==> config.mk <==
export PLATFORM = sky130hd
export DESIGN_NAME = bcd_rtc_to_epoch_seconds
export DESIGN_NICKNAME = d
export VERILOG_FILES = /design/src/bcdrtc_pkg.sv /design/src/bcd_rtc_to_epoch_seconds.sv
export SDC_FILE = /design/constraint.sdc
export NUM_CORES = 1
export LEC_CHECK = 0
export BUFFER_PORTS_ARGS = -buffer_cell sky130_fd_sc_hd__buf_2
export CORE_ASPECT_RATIO = 0.75
export CORE_MARGIN = 4
export CORE_UTILIZATION = 25
export DETAILED_ROUTE_END_ITERATION = 10
export SLEW_MARGIN = 20
export SYNTH_ARGS = -nofsm -noshare
export SYNTH_HDL_FRONTEND = slang
export SYNTH_SLANG_ARGS = --single-unit
==> constraint.sdc <==
create_clock -name clk -period 8 [get_ports clk]
set_clock_uncertainty 0.1 [all_clocks]
set_input_delay 2 -clock clk [delete_from_list [all_inputs] [get_ports clk]]
set_output_delay 2 -clock clk [all_outputs]
set_load 0.1 [all_outputs]
==> src/bcdrtc_pkg.sv <==
// Shared types, constants and decode functions for the BCD RTC to epoch seconds converter.
package bcdrtc_pkg;

    typedef logic [6:0] bcd_val_t;

    typedef logic signed [17:0] day_count_t;

    typedef logic [17:0] tod_secs_t;

    localparam logic [7:0] SEC_MASK   = 8'h7f;
    localparam logic [7:0] MIN_MASK   = 8'h7f;
    localparam logic [7:0] HOUR_MASK  = 8'h3f;
    localparam logic [7:0] DAY_MASK   = 8'h3f;
    localparam logic [7:0] MONTH_MASK = 8'h1f;
    localparam logic [7:0] YEAR_MASK  = 8'hff;

    localparam int unsigned MONTH_INDEX_LIMIT = 64;

    // A byte with either nibble above nine decodes to zero.
    function automatic bcd_val_t bcd_decode(input logic [7:0] b);
        logic [3:0] hi;
        logic [3:0] lo;
        hi = b[7:4];
        lo = b[3:0];
        if (hi > 4'd9 || lo > 4'd9) begin
            return '0;
        end
        return 7'(hi * 7'd10) + 7'(lo);
    endfunction

    // Days before the given month; row zero of the index is the leap year.
    function automatic logic [8:0] days_before(input logic [6:0] idx);
        logic       leap;
        logic [8:0] d;
        leap = (idx[5:4] == 2'd0);
        case (idx[3:0])
            4'd2:    d = 9'd31;
            4'd3:    d = leap ? 9'd60  : 9'd59;
            4'd4:    d = leap ? 9'd91  : 9'd90;
            4'd5:    d = leap ? 9'd121 : 9'd120;
            4'd6:    d = leap ? 9'd152 : 9'd151;
            4'd7:    d = leap ? 9'd182 : 9'd181;
            4'd8:    d = leap ? 9'd213 : 9'd212;
            4'd9:    d = leap ? 9'd244 : 9'd243;
            4'd10:   d = leap ? 9'd274 : 9'd273;
            4'd11:   d = leap ? 9'd305 : 9'd304;
            4'd12:   d = leap ? 9'd335 : 9'd334;
            4'd13:   d = leap ? 9'd366 : 9'd365;
            default: d = 9'd0;
        endcase
        if (32'(idx) >= MONTH_INDEX_LIMIT) begin
            d = 9'd0;
        end
        return d;
    endfunction

endpackage

==> src/bcd_rtc_to_epoch_seconds.sv <==
// Top level: converts six raw BCD real-time-clock bytes into signed seconds since 1970.
//
// Usage:
// The input channel (s_axis_*) carries one timestamp per transaction: six raw
// clock bytes packed into s_axis_tdata, seconds in the lowest byte.  The output
// channel (m_axis_*) carries one transaction per input, the 33-bit two's
// complement count of seconds since 1970-01-01 00:00:00 in m_axis_tdata[32:0].
// The design is a three-register pipeline: an input register, a stage that
// decodes the bytes into a day count and a time of day, and a result register
// filled by one constant multiply by 86400 and an add.  A result moves from the
// input register through the decode stage into the result register, and a new
// timestamp can be accepted in every cycle unless the full pipeline is stalled.
// Each stage holds its item while the stage after it is full and stalled, so
// when the receiver holds m_axis_tready low the pipeline fills its three
// registers and then drops s_axis_tready.
// Reset empties all stages; no transaction is lost or repeated across a stall.
module bcd_rtc_to_epoch_seconds
(
    input  logic        clk,
    input  logic        rst_n,
    input  logic        s_axis_tvalid,
    output logic        s_axis_tready,
    // Fields from bit 0: seconds_byte, minutes_byte, hours_byte, day_byte,
    // month_byte, year_byte (8 bits each).
    input  logic [47:0] s_axis_tdata,
    output logic        m_axis_tvalid,
    input  logic        m_axis_tready,
    // Fields from bit 0: epoch_seconds (33 bits, signed), zero padded to 40 bits.
    output logic [39:0] m_axis_tdata
);

    logic        in_valid_reg;
    logic [47:0] in_data_reg;
    logic        mid_valid_reg;
    bcdrtc_pkg::day_count_t days_reg;
    bcdrtc_pkg::tod_secs_t  tod_reg;
    logic        out_valid_reg;
    logic signed [32:0] secs_reg;

    logic in_adv;
    logic mid_adv;
    logic out_adv;

    bcdrtc_pkg::bcd_val_t sec_dec;
    bcdrtc_pkg::bcd_val_t min_dec;
    bcdrtc_pkg::bcd_val_t hour_dec;
    bcdrtc_pkg::bcd_val_t day_dec;
    bcdrtc_pkg::bcd_val_t month_dec;
    bcdrtc_pkg::bcd_val_t year_dec;
    logic [6:0]           month_idx;
    bcdrtc_pkg::day_count_t year_rel;
    bcdrtc_pkg::day_count_t leaps;
    bcdrtc_pkg::day_count_t days_next;
    bcdrtc_pkg::tod_secs_t  tod_next;
    logic signed [32:0]     secs_next;

    assign out_adv       = !out_valid_reg || m_axis_tready;
    assign mid_adv       = !mid_valid_reg || out_adv;
    assign in_adv        = !in_valid_reg || mid_adv;
    assign s_axis_tready = in_adv;

    always_comb
    begin
        sec_dec   = bcdrtc_pkg::bcd_decode(in_data_reg[7:0]   & bcdrtc_pkg::SEC_MASK);
        min_dec   = bcdrtc_pkg::bcd_decode(in_data_reg[15:8]  & bcdrtc_pkg::MIN_MASK);
        hour_dec  = bcdrtc_pkg::bcd_decode(in_data_reg[23:16] & bcdrtc_pkg::HOUR_MASK);
        day_dec   = bcdrtc_pkg::bcd_decode(in_data_reg[31:24] & bcdrtc_pkg::DAY_MASK);
        month_dec = bcdrtc_pkg::bcd_decode(in_data_reg[39:32] & bcdrtc_pkg::MONTH_MASK);
        year_dec  = bcdrtc_pkg::bcd_decode(in_data_reg[47:40] & bcdrtc_pkg::YEAR_MASK);

        // The base year 1968 is a multiple of four, so the row follows the BCD year.
        month_idx = month_dec + {year_dec[1:0], 4'd0};

        // Years are counted from 1970, which is the decoded year minus two.
        year_rel = $signed(18'(year_dec)) - 18'sd2;
        if (year_dec == 7'd0) begin
            leaps = -18'sd1;
        end
        else begin
            leaps = $signed(18'((year_dec - 7'd1) >> 2));
        end

        days_next = year_rel * 18'sd365 + leaps
                  + $signed(18'(bcdrtc_pkg::days_before(month_idx)))
                  + $signed(18'(day_dec)) - 18'sd1;

        tod_next = 18'(hour_dec) * 18'd3600 + 18'(min_dec) * 18'd60 + 18'(sec_dec);

        secs_next = 33'(days_reg) * 33'sd86400 + $signed(33'(tod_reg));
    end

    always_ff @(posedge clk or negedge rst_n)
    begin
        if (!rst_n)
        begin
            in_valid_reg  <= 1'b0;
            mid_valid_reg <= 1'b0;
            out_valid_reg <= 1'b0;
        end
        else
        begin
            if (in_adv)
            begin
                in_valid_reg <= s_axis_tvalid;
            end
            if (mid_adv)
            begin
                mid_valid_reg <= in_valid_reg;
            end
            if (out_adv)
            begin
                out_valid_reg <= mid_valid_reg;
            end
        end
    end

    always_ff @(posedge clk)
    begin
        if (in_adv && s_axis_tvalid)
        begin
            in_data_reg <= s_axis_tdata;
        end
        if (mid_adv && in_valid_reg)
        begin
            days_reg <= days_next;
            tod_reg  <= tod_next;
        end
        if (out_adv && mid_valid_reg)
        begin
            secs_reg <= secs_next;
        end
    end

    assign m_axis_tvalid = out_valid_reg;
    assign m_axis_tdata  = {7'd0, secs_reg};

    a_accept_fills_input: assert property (@(posedge clk) disable iff (!rst_n)
        (s_axis_tvalid && s_axis_tready) |=> in_valid_reg)
        else $error("accepted transaction did not reach the input register");

    a_input_holds: assert property (@(posedge clk) disable iff (!rst_n)
        (in_valid_reg && !mid_adv) |=> (in_valid_reg && $stable(in_data_reg)))
        else $error("input register changed while the decode stage was stalled");

    a_mid_holds: assert property (@(posedge clk) disable iff (!rst_n)
        (mid_valid_reg && !out_adv) |=> (mid_valid_reg && $stable(days_reg)
            && $stable(tod_reg)))
        else $error("decode stage changed while the result register was stalled");

    a_full_blocks_input: assert property (@(posedge clk) disable iff (!rst_n)
        (in_valid_reg && mid_valid_reg && out_valid_reg && !m_axis_tready)
            |-> !s_axis_tready)
        else $error("input accepted while every stage was full and stalled");

endmodule
==> qor.csv, run 1 <==
stage;metric;value;unit
cells_and_area;nFillCells;5502;
clocking;post_cts_buffers;0;
hold_path;min_path_type;reg -> reg;
cells_and_area;layout-drive-gt1-share;0.0833;
clocking;htree_num_levels;3;
clocking;cts_tree;done;
detailed_routing;antenna_left;0;
logic_synthesis;synth_top_area_frac;0.243;
die;rows;73;
detailed_routing;avgViaCountPerCell;4.17;
logic_synthesis;synth_area_leaders;edfxtp_1, ha_1, fa_1;
critical_path;endpoint_kind;flip-flop;
placement;io_buffer_count;77;
logic_synthesis;syn_avg_cell_area;10.1;um2
sta;layout_setup_ws;1.07;ns
logic_synthesis;ys_warn_count;0;
sta;grt_setup_unrepaired;false;
global_route;use_met2;0.141;
critical_path;cp-start-kind;flip-flop;
cells_and_area;fin_nets;1810;
global_route;grt_overflow;0;
sta;setup_tns;0;ns
global_route;met1_usage;0.143;
critical_path;worst-r2r-setup-slack;1.07;ns
cells_and_area;syn2layout_area_growth;11.6;%
sta;finalHoldViolCount;0;
sta;finalCritPeriodShare;0.867;
detailed_routing;remaining_drc_errors;0;
critical_path;cp.arrival;7.05;ns
die;initial_core_util;0.252;
critical_path;worstSetupPathType;reg -> reg;
clocking;clock-sinks;111;
flow_run;max_cap_viol_count;0;
die;dieWidth;275;um
die;io_pins;94;
sta;post-route-min-period;6.93;ns
global_route;grt_pass1_vias;8925;
detailed_routing;routed_wl;26400;um
sta;tightestPinTransition;1.00;ns
clocking;cts_made_buffers;9;
placement;place_inst;2100;
die;core;52900;um2
placement;dp_hpwl;22500;um
logic_synthesis;synth_ff_type;edfxtp_1;
logic_synthesis;synthCells;1317;
cells_and_area;antenna_cells;0;
outcome;outcome;complete, no violations;
clocking;clockRootBuffer;clkbuf_16;
detailed_routing;first_iter_violations;468;
clocking;clk_pin_slew;0.10;ns
clocking;clkLatencyLatePin;0.39;ns
logic_synthesis;synthArstFlopShare;0.0270;
logic_synthesis;synth_top_cell_by_area;edfxtp_1;
clocking;clock_path_buffers;2;
die;dieArea;57200;um2
logic_synthesis;synth-edff-count;108;
sta;setup_viol;0;
placement;place_area;14600;um2
cells_and_area;fin_area;14900;um2
clocking;ctsResizeCount;0;
logic_synthesis;syn-cell-area;13400;um2
global_route;grt_max_degree;40;
placement;gp_congestion;0.840;
logic_synthesis;synth_cell_types;63;
sta;slew-limit-headroom;0.333;
critical_path;crit_fanout;5;
die;fp.dieH;208;um
logic_synthesis;synth_seq_cells;111;
detailed_routing;routedWlPerCell;12.5;um
global_route;gr-usage-met3;0.0168;
sta;max_freq;144;MHz
detailed_routing;firstDrtPassIters;5;
clocking;hold_buffers;0;
global_route;antenna_found_initial;0;
global_route;grt_pass1_wl;44600;um
sta;finalMaxSlewViolations;0;
placement;pre_cts_ws;1.04;ns
logic_synthesis;seq_area_frac_synth;0.249;
global_route;grt-busiest-layer;met1;
critical_path;cp.required;8.12;ns
cells_and_area;largest_reg_flops;39;
cells_and_area;mostFrequentLayoutCells;inv_1, ha_1, fa_1;
detailed_routing;num_vias;8825;
global_route;grt_use_total;0.0943;
cells_and_area;finalNonFillerCells;2116;
cells_and_area;final_common_cell;inv_1;
[worst paths after layout]
| check | from | endpoint | depth (start not counted) |
|---|---|---|---|
| max in group asynchronous | rst_n | mid_valid_reg$_DFFE_PN0P_ | 1 |
| min in group asynchronous | rst_n | in_valid_reg$_DFFE_PN0N_ | 1 |
| worst min-delay path | tod_reg[1]$_DFFE_PP_ | secs_reg[1]$_DFFE_PP_ | 0 |
| worst max register to register | in_data_reg[45]$_DFFE_PP_ | days_reg[16]$_DFFE_PP_ | 26 |
| worst max-delay path | in_data_reg[45]$_DFFE_PP_ | days_reg[16]$_DFFE_PP_ | 26 |
| worst min register to register | tod_reg[1]$_DFFE_PP_ | secs_reg[1]$_DFFE_PP_ | 0 |
[area by class of cell]
type	instances	area, um2	share of cell area
clock buffers	9	225	0.0151
clock inverters	7	88.8	0.00596
inverters	288	1080	0.0726
multi-input cells	911	8900	0.597
flip-flops and latches	111	3320	0.223
well taps	712	891	0.0598
repair buffers	78	393	0.0264
[synth_stat cells, drive strengths merged, types with 4 or more instances]
cell and instances:
o21ai 44, xnor2 77, inv 288, xor2 31
edfxtp 108, a211o 6, nand3 20, fa 123
and3 8, or3 8, nand4 4, o2111ai 4
a211oi 6, nor3 15, o211ai 5, o21a 8
clkbuf 6, a31oi 6, nand2 63, ha 236
nor2b 11, or2 5, o21bai 10, buf 7
a21o 24, nand2b 15, a21oi 70, and2 15
nor2 52
[cell families (layout without fill, tap and decap cells)]
| kind of cell | Yosys count | in the layout | synth area share |
|---|---|---|---|
| fa+ha+maj | 359 | 359 | 0.406 |
| other cells | 1 | 7 | 0.000281 |
| mux | 1 | 1 | 0.000750 |
| flops | 111 | 111 | 0.249 |
| compound gates | 203 | 203 | 0.0973 |
| simple gates | 233 | 233 | 0.0901 |
| buf+inv | 301 | 382 | 0.0866 |
| xor+xnor | 108 | 108 | 0.0709 |
[stage by stage]
step	hold slack, ns	util
finish	0.321	0.282
floorplan	0.300	-
CTS	0.326	0.282
global placement	0.303	0.276
detailed placement	0.312	0.276
global route	0.335	0.282
[routing by layer]
metal  part of all wire  up-vias
li1                   -     4524
met1               0.54     4177
met2               0.42      111
met3              0.031       13
met4             0.0096        0
met5                  0        -
[worst max-delay path: stages (launching register included)]
cell	delay, ns
edfxtp_1	0.46
ha_1	0.32
ha_1	0.21
fa_1	0.51
nand2_1	0.06
nor2_1	0.11
xnor2_1	0.15
a21oi_1	0.13
nor2_1	0.40
nor2_1	0.13
fa_1	0.53
inv_1	0.05
fa_1	0.47
fa_1	0.49
inv_1	0.05
fa_1	0.52
inv_1	0.04
ha_1	0.32
nor2b_1	0.14
o21ai_0	0.24
a21oi_1	0.14
o21ai_0	0.22
a21boi_0	0.17
o2111ai_1	0.27
nand3_1	0.14
a211o_1	0.28
o211ai_1	0.09
Power of run 1 is left out: the tool's default activity adds up to more than one toggle a clock period on the data nets, which glitch-free logic cannot reach.
==> inputs of run 2 (changes only) <==
==> constraint.sdc (replaced) <==
create_clock -name clk -period 7.05 [get_ports clk]
set_clock_uncertainty 0.1 [all_clocks]
set_input_delay 1.7625 -clock clk [delete_from_list [all_inputs] [get_ports clk]]
set_output_delay 1.7625 -clock clk [all_outputs]
set_load 0.1 [all_outputs]
==> run 2 against run 1 <==
Net effect: largest cell class unchanged; maximum frequency is 3.2% higher; final cell count is 0.24% higher; critical path type unchanged; critical path depth is 4 lower; flip-flop and latch count stayed put; worst hold slack better by 0.00055 ns; setup slack worse by 0.73 ns; via count is 0.43% lower; count of clock-buffer cells in the layout stayed put; die area stayed put; routed wire length is 0.85% lower; sequential share of layout area is 0.11 points lower; non-clock buffer count is 5 higher.
==> qor.csv, run 2 (synthesis results as in run 1) <==
stage;metric;value;unit;change
global_route;grt_pass1_vias;8745;;-2.0%
detailed_routing;num_vias;8787;;-0.43%
clocking;cts_made_buffers;9;;unchanged
global_route;grt_max_degree;40;;unchanged
cells_and_area;fin_area;15000;um2;+0.50%
sta;max_freq;149;MHz;+3.2%
sta;holdWs;0.321;ns;+0.000546 ns
detailed_routing;remaining_drc_errors;0;;unchanged
global_route;antenna_found_initial;0;;unchanged
clocking;clkLatencyLatePin;0.40;ns;about the same
flow_run;max_cap_viol_count;0;;unchanged
clocking;clock_path_buffers;2;;unchanged
die;core;52900;um2;unchanged
sta;tightestPinTransition;0.974;ns;-0.0269 ns
critical_path;path_buf_inv;3;;unchanged
die;io_pins;94;;unchanged
cells_and_area;final_common_cell;inv_1;;
critical_path;endpoint_kind;flip-flop;;
critical_path;cpMostUsedCell;ha_1;;
die;initial_core_util;0.252;;unchanged
clocking;htree_num_levels;3;;unchanged
critical_path;worstSetupPathType;reg -> reg;;
cells_and_area;syn2layout_area_growth;12.2;%;
critical_path;cp.arrival;6.74;ns;-0.31 ns
critical_path;path_cells;ha_1 > ha_1 > fa_1 > xor2_2 > nor2_2 > nand3b_1 > xnor2_2 > inv_1 > ha_1 > ha_1 > inv_1 > fa_1 > fa_1 > fa_1 > inv_1 > ha_1 > or2_2 > a21oi_1 > a31oi_2 > a211o_1 > a21oi_1 > xnor2_1;;
critical_path;critical_path.slowest_cell;fa_1;;
cells_and_area;layout-drive-gt1-share;0.0916;;+0.00822
sta;slew-limit-headroom;0.351;;+0.0179
sta;finalCritPeriodShare;0.953;;+0.0861
clocking;hold_buffers;0;;unchanged
cells_and_area;largest_reg_flops;39;;unchanged
detailed_routing;routed_wl;26100;um;-0.85%
clocking;cts_tree;done;;
global_route;grt_pass1_wl;43500;um;-2.3%
placement;place_area;14600;um2;+0.15%
placement;gp_congestion;0.829;;-1.2%
global_route;grt_use_total;0.0923;;-0.00201
die;dieArea;57200;um2;unchanged
cells_and_area;fin_nets;1815;;+0.28%
sta;post-route-min-period;6.72;ns;-0.216 ns
detailed_routing;firstDrtPassIters;4;;-1
critical_path;cp-start-kind;flip-flop;;
critical_path;cp.required;7.07;ns;-1.05 ns
global_route;grt_overflow;0;;unchanged
die;dieWidth;275;um;unchanged
cells_and_area;mostFrequentLayoutCells;inv_1, ha_1, fa_1;;
cells_and_area;antenna_cells;0;;unchanged
outcome;outcome;complete, no violations;;
detailed_routing;first_iter_violations;343;;-27%
die;rows;73;;unchanged
sta;finalMaxSlewViolations;0;;unchanged
placement;dp_hpwl;22400;um;-0.34%
sta;finalHoldViolCount;0;;unchanged
hold_path;min_path_type;reg -> reg;;
die;fp.dieH;208;um;unchanged
detailed_routing;avgViaCountPerCell;4.14;;-0.67%
clocking;clock-sinks;111;;unchanged
detailed_routing;routedWlPerCell;12.3;um;-1.1%
detailed_routing;antenna_left;0;;unchanged
sta;setup_viol;0;;unchanged
critical_path;critPathTopFamily;adder cells;;
critical_path;slowest_delay;0.56;ns;+0.03 ns
clocking;clockRootBuffer;clkbuf_16;;
clocking;clk_pin_slew;0.10;ns;about the same
placement;io_buffer_count;77;;unchanged
critical_path;crit_fanout;5;;unchanged
[run 2: what timing repair did]
action,4_1_cts,5_1_grt
setup buffers,0,2
setup endpoints to repair,0,5
gates resized for setup,0,11
[run 2: area by class of cell]
cell class,count,area (um2)
clock buffers,9,225
repair buffers,83,430
fillers,5555,37900
flip-flops and latches,111,3320
multi-input cells,911,8940
well taps,712,891
inverters,288,1080
clock inverters,7,88.8
[run 2: path summary, 6_finish.rpt]
| kind | end | slack [ns] | start | cells after the start |
|---|---|---|---|---|
| worst max-delay path | days_reg[17]$_DFFE_PP_ | 0.33 | in_data_reg[45]$_DFFE_PP_ | 22 |
| worst max register to register | days_reg[17]$_DFFE_PP_ | 0.33 | in_data_reg[45]$_DFFE_PP_ | 22 |
| worst min-delay path | secs_reg[0]$_DFFE_PP_ | 0.32 | tod_reg[0]$_DFFE_PP_ | 0 |
| worst min register to register | secs_reg[0]$_DFFE_PP_ | 0.32 | tod_reg[0]$_DFFE_PP_ | 0 |
| max in group asynchronous | mid_valid_reg$_DFFE_PN0P_ | 5.68 | rst_n | 1 |
| min in group asynchronous | in_valid_reg$_DFFE_PN0N_ | 1.06 | rst_n | 1 |
[run 2: routing by layer]
| layer | track usage | up-vias | wire (um) |
|---|---|---|---|
| met5 | 0 | - | 0 |
| met4 | 0.0196 | 0 | 286 |
| met3 | 0.0168 | 15 | 791 |
| met2 | 0.136 | 104 | 10900 |
| met1 | 0.140 | 4142 | 14200 |
| li1 | - | 4526 | - |
[run 2: metrics by stage]
stage	setup slack (ns)	cells	util	setup TNS, ns
after floorplan	0.394	1323	-	0
after global placement	0.327	2103	0.276	0
after detailed placement	0.249	2103	0.276	0
after CTS	0.202	2119	0.282	0
after global routing	-0.0636	2121	0.283	-0.0853
final	0.333	2121	0.283	0
Power of run 2 is left out for the same reason.
==> inputs of run 3 (changes only) <==
--- a/config.mk
+++ b/config.mk
@@ -9,7 +9,9 @@
 export CORE_ASPECT_RATIO = 0.75
 export CORE_MARGIN = 4
 export CORE_UTILIZATION = 25
+export CTS_BUF_LIST = sky130_fd_sc_hd__clkbuf_4
 export DETAILED_ROUTE_END_ITERATION = 10
+export PLACE_DENSITY_LB_ADDON = 0.15
 export SLEW_MARGIN = 20
 export SYNTH_ARGS = -nofsm -noshare
 export SYNTH_HDL_FRONTEND = slang
==> run 3 against run 2 <==
Net effect: setup slack better by 0.013 ns; maximum frequency up 0.20%; critical path type unchanged; largest cell class unchanged; highest routed layer unchanged; non-clock buffer count increased by 7; flip-flop and latch count is the same.
==> qor.csv, run 3 (synthesis results as in run 1) <==
stage;metric;value;unit;change
outcome;outcome;complete, no violations;;
cells_and_area;syn2layout_area_growth;11.4;%;
sta;post-route-min-period;6.70;ns;-0.0133 ns
sta;setup_tns;0;ns;unchanged
sta;max_freq;149;MHz;+0.20%
global_route;grt_overflow;0;;unchanged
detailed_routing;avgViaCountPerCell;4.04;;-2.4%
sta;slew-limit-headroom;0.330;;-0.0205
sta;finalMaxSlewViolations;0;;unchanged
hold_path;min_path_type;reg -> reg;;
critical_path;cp-start-kind;flip-flop;;
die;initial_core_util;0.252;;unchanged
flow_run;max_cap_viol_count;0;;unchanged
sta;setup_viol;0;;unchanged
critical_path;r2r_end;days_reg[17]$_DFFE_PP_;;
clocking;clock-sinks;111;;unchanged
clocking;clockRootBuffer;clkbuf_4;;
cells_and_area;largest_reg_flops;39;;unchanged
sta;tightestPinTransition;1.00;ns;+0.0308 ns
detailed_routing;firstDrtPassIters;5;;+1
die;fp.dieH;208;um;unchanged
critical_path;worstSetupPathType;reg -> reg;;
detailed_routing;remaining_drc_errors;0;;unchanged
clocking;cts_tree;done;;
critical_path;cp.required;7.32;ns;+0.25 ns
hold_path;holdPathEnd;secs_reg[5]$_DFFE_PP_;;
global_route;antenna_found_initial;1;;+1
detailed_routing;routed_wl;27400;um;+4.8%
detailed_routing;antenna_left;0;;unchanged
detailed_routing;num_vias;8606;;-2.1%
die;io_pins;94;;unchanged
global_route;grt_pass1_wl;46600;um;+6.9%
clocking;clock_path_buffers;2;;unchanged
critical_path;worst-r2r-setup-slack;0.35;ns;about the same
die;dieWidth;275;um;unchanged
clocking;cts_made_buffers;9;;unchanged
cells_and_area;mostFrequentLayoutCells;inv_1, ha_1, fa_1;;
sta;finalCritPeriodShare;0.951;;-0.00189
critical_path;rr_startpoint;in_data_reg[45]$_DFFE_PP_;;
placement;io_buffer_count;77;;unchanged
die;core;52900;um2;unchanged
detailed_routing;first_iter_violations;365;;+6.4%
critical_path;r2r_cells;22;;unchanged
die;dieArea;57200;um2;unchanged
placement;dp_hpwl;23600;um;+5.2%
global_route;grt_pass1_vias;8871;;+1.4%
hold_path;min_path_cells;0;;unchanged
clocking;clk_pin_slew;0.24;ns;+0.14 ns
detailed_routing;routedWlPerCell;12.9;um;+4.4%
placement;gp_congestion;0.785;;-5.3%
cells_and_area;final_common_cell;inv_1;;
critical_path;crit_fanout;5;;unchanged
cells_and_area;layout-drive-gt1-share;0.0989;;+0.00732
critical_path;cp.arrival;6.97;ns;+0.23 ns
die;rows;73;;unchanged
global_route;grt_max_degree;40;;unchanged
clocking;clkLatencyLatePin;0.59;ns;+0.19 ns
critical_path;endpoint_kind;flip-flop;;
sta;finalHoldViolCount;0;;unchanged
global_route;grt_use_total;0.100;;+0.00786
cells_and_area;fin_nets;1822;;+0.39%
clocking;htree_num_levels;3;;unchanged
hold_path;hold_path.startpoint;tod_reg[5]$_DFFE_PP_;;
[run 3: changes by cell type in the layout (fill, tap and decap cells not counted), sizes merged]
cell,delta
clkinvlp,+1
buf,+7
inv,-1
diode,+1
[run 3: worst max path at each step]
stage	from	end	slack [ns]	depth (start not counted)
after floorplan	in_data_reg[45]$_DFFE_PP_	days_reg[16]$_DFFE_PP_	0.39	25
after global placement	in_data_reg[45]$_DFFE_PP_	days_reg[15]$_DFFE_PP_	0.26	23
after detailed placement	in_data_reg[45]$_DFFE_PP_	days_reg[17]$_DFFE_PP_	0.17	22
after CTS	in_data_reg[45]$_DFFE_PP_	days_reg[17]$_DFFE_PP_	0.09	22
after global routing	in_data_reg[44]$_DFFE_PP_	days_reg[16]$_DFFE_PP_	-0.01	25
final	in_data_reg[45]$_DFFE_PP_	days_reg[17]$_DFFE_PP_	0.35	22
[run 3: cell type report]
type / count / area, um2
Fill cell: 5626 / 38000
Multi-Input combinational cell: 911 / 8960
Sequential cell: 111 / 3320
Inverter: 288 / 1080
Tap cell: 712 / 891
Timing Repair Buffer: 90 / 483
Clock inverter: 7 / 70.1
Clock buffer: 9 / 67.6
Antenna cell: 1 / 2.50
[run 3: what timing repair did]
action | CTS | global route
setup endpoints to repair | 0 | 6
hold buffers | 0 | 0
gates resized for setup | 0 | 18
buffers inserted | 0 | 3
[run 3: per-stage QoR]
| step | std cells | hold WS [ns] | area [um2] | setup WS, ns | util |
|---|---|---|---|---|---|
| 5_1_grt | 2129 | 0.352 | 14900 | -0.0133 | 0.281 |
| 6_report | 2129 | 0.348 | 14900 | 0.346 | 0.281 |
| 3_5_place_dp | 2109 | 0.306 | 14700 | 0.168 | 0.277 |
| 2_1_floorplan | 1323 | 0.300 | 13400 | 0.394 | - |
| 3_3_place_gp | 2109 | 0.302 | 14700 | 0.257 | 0.277 |
| 4_1_cts | 2125 | 0.350 | 14800 | 0.0874 | 0.280 |
[run 3: critical path, cell delays in order, from the launching register on]
cell,delay (ns)
edfxtp_1,0.48
ha_1,0.32
ha_1,0.21
fa_1,0.55
xor2_2,0.23
nor2_4,0.08
nand3b_1,0.21
xnor2_2,0.24
inv_2,0.11
ha_1,0.32
ha_1,0.35
inv_1,0.07
fa_1,0.51
fa_1,0.52
fa_1,0.54
inv_1,0.04
ha_1,0.36
or2_2,0.29
a21oi_1,0.19
a31oi_2,0.08
a211o_1,0.29
a21oi_1,0.17
xnor2_1,0.20
[run 3: metal layers]
metal | vias to the layer above | global-route usage | routed length (um) | share of wire
met5 | - | 0 | 0 | 0
met2 | 88 | 0.143 | 11000 | 0.40
met1 | 3975 | 0.156 | 15300 | 0.56
met3 | 9 | 0.0216 | 922 | 0.034
met4 | 0 | 0.0164 | 188 | 0.0069
li1 | 4534 | - | - | -
Power of run 3 is left out for the same reason.
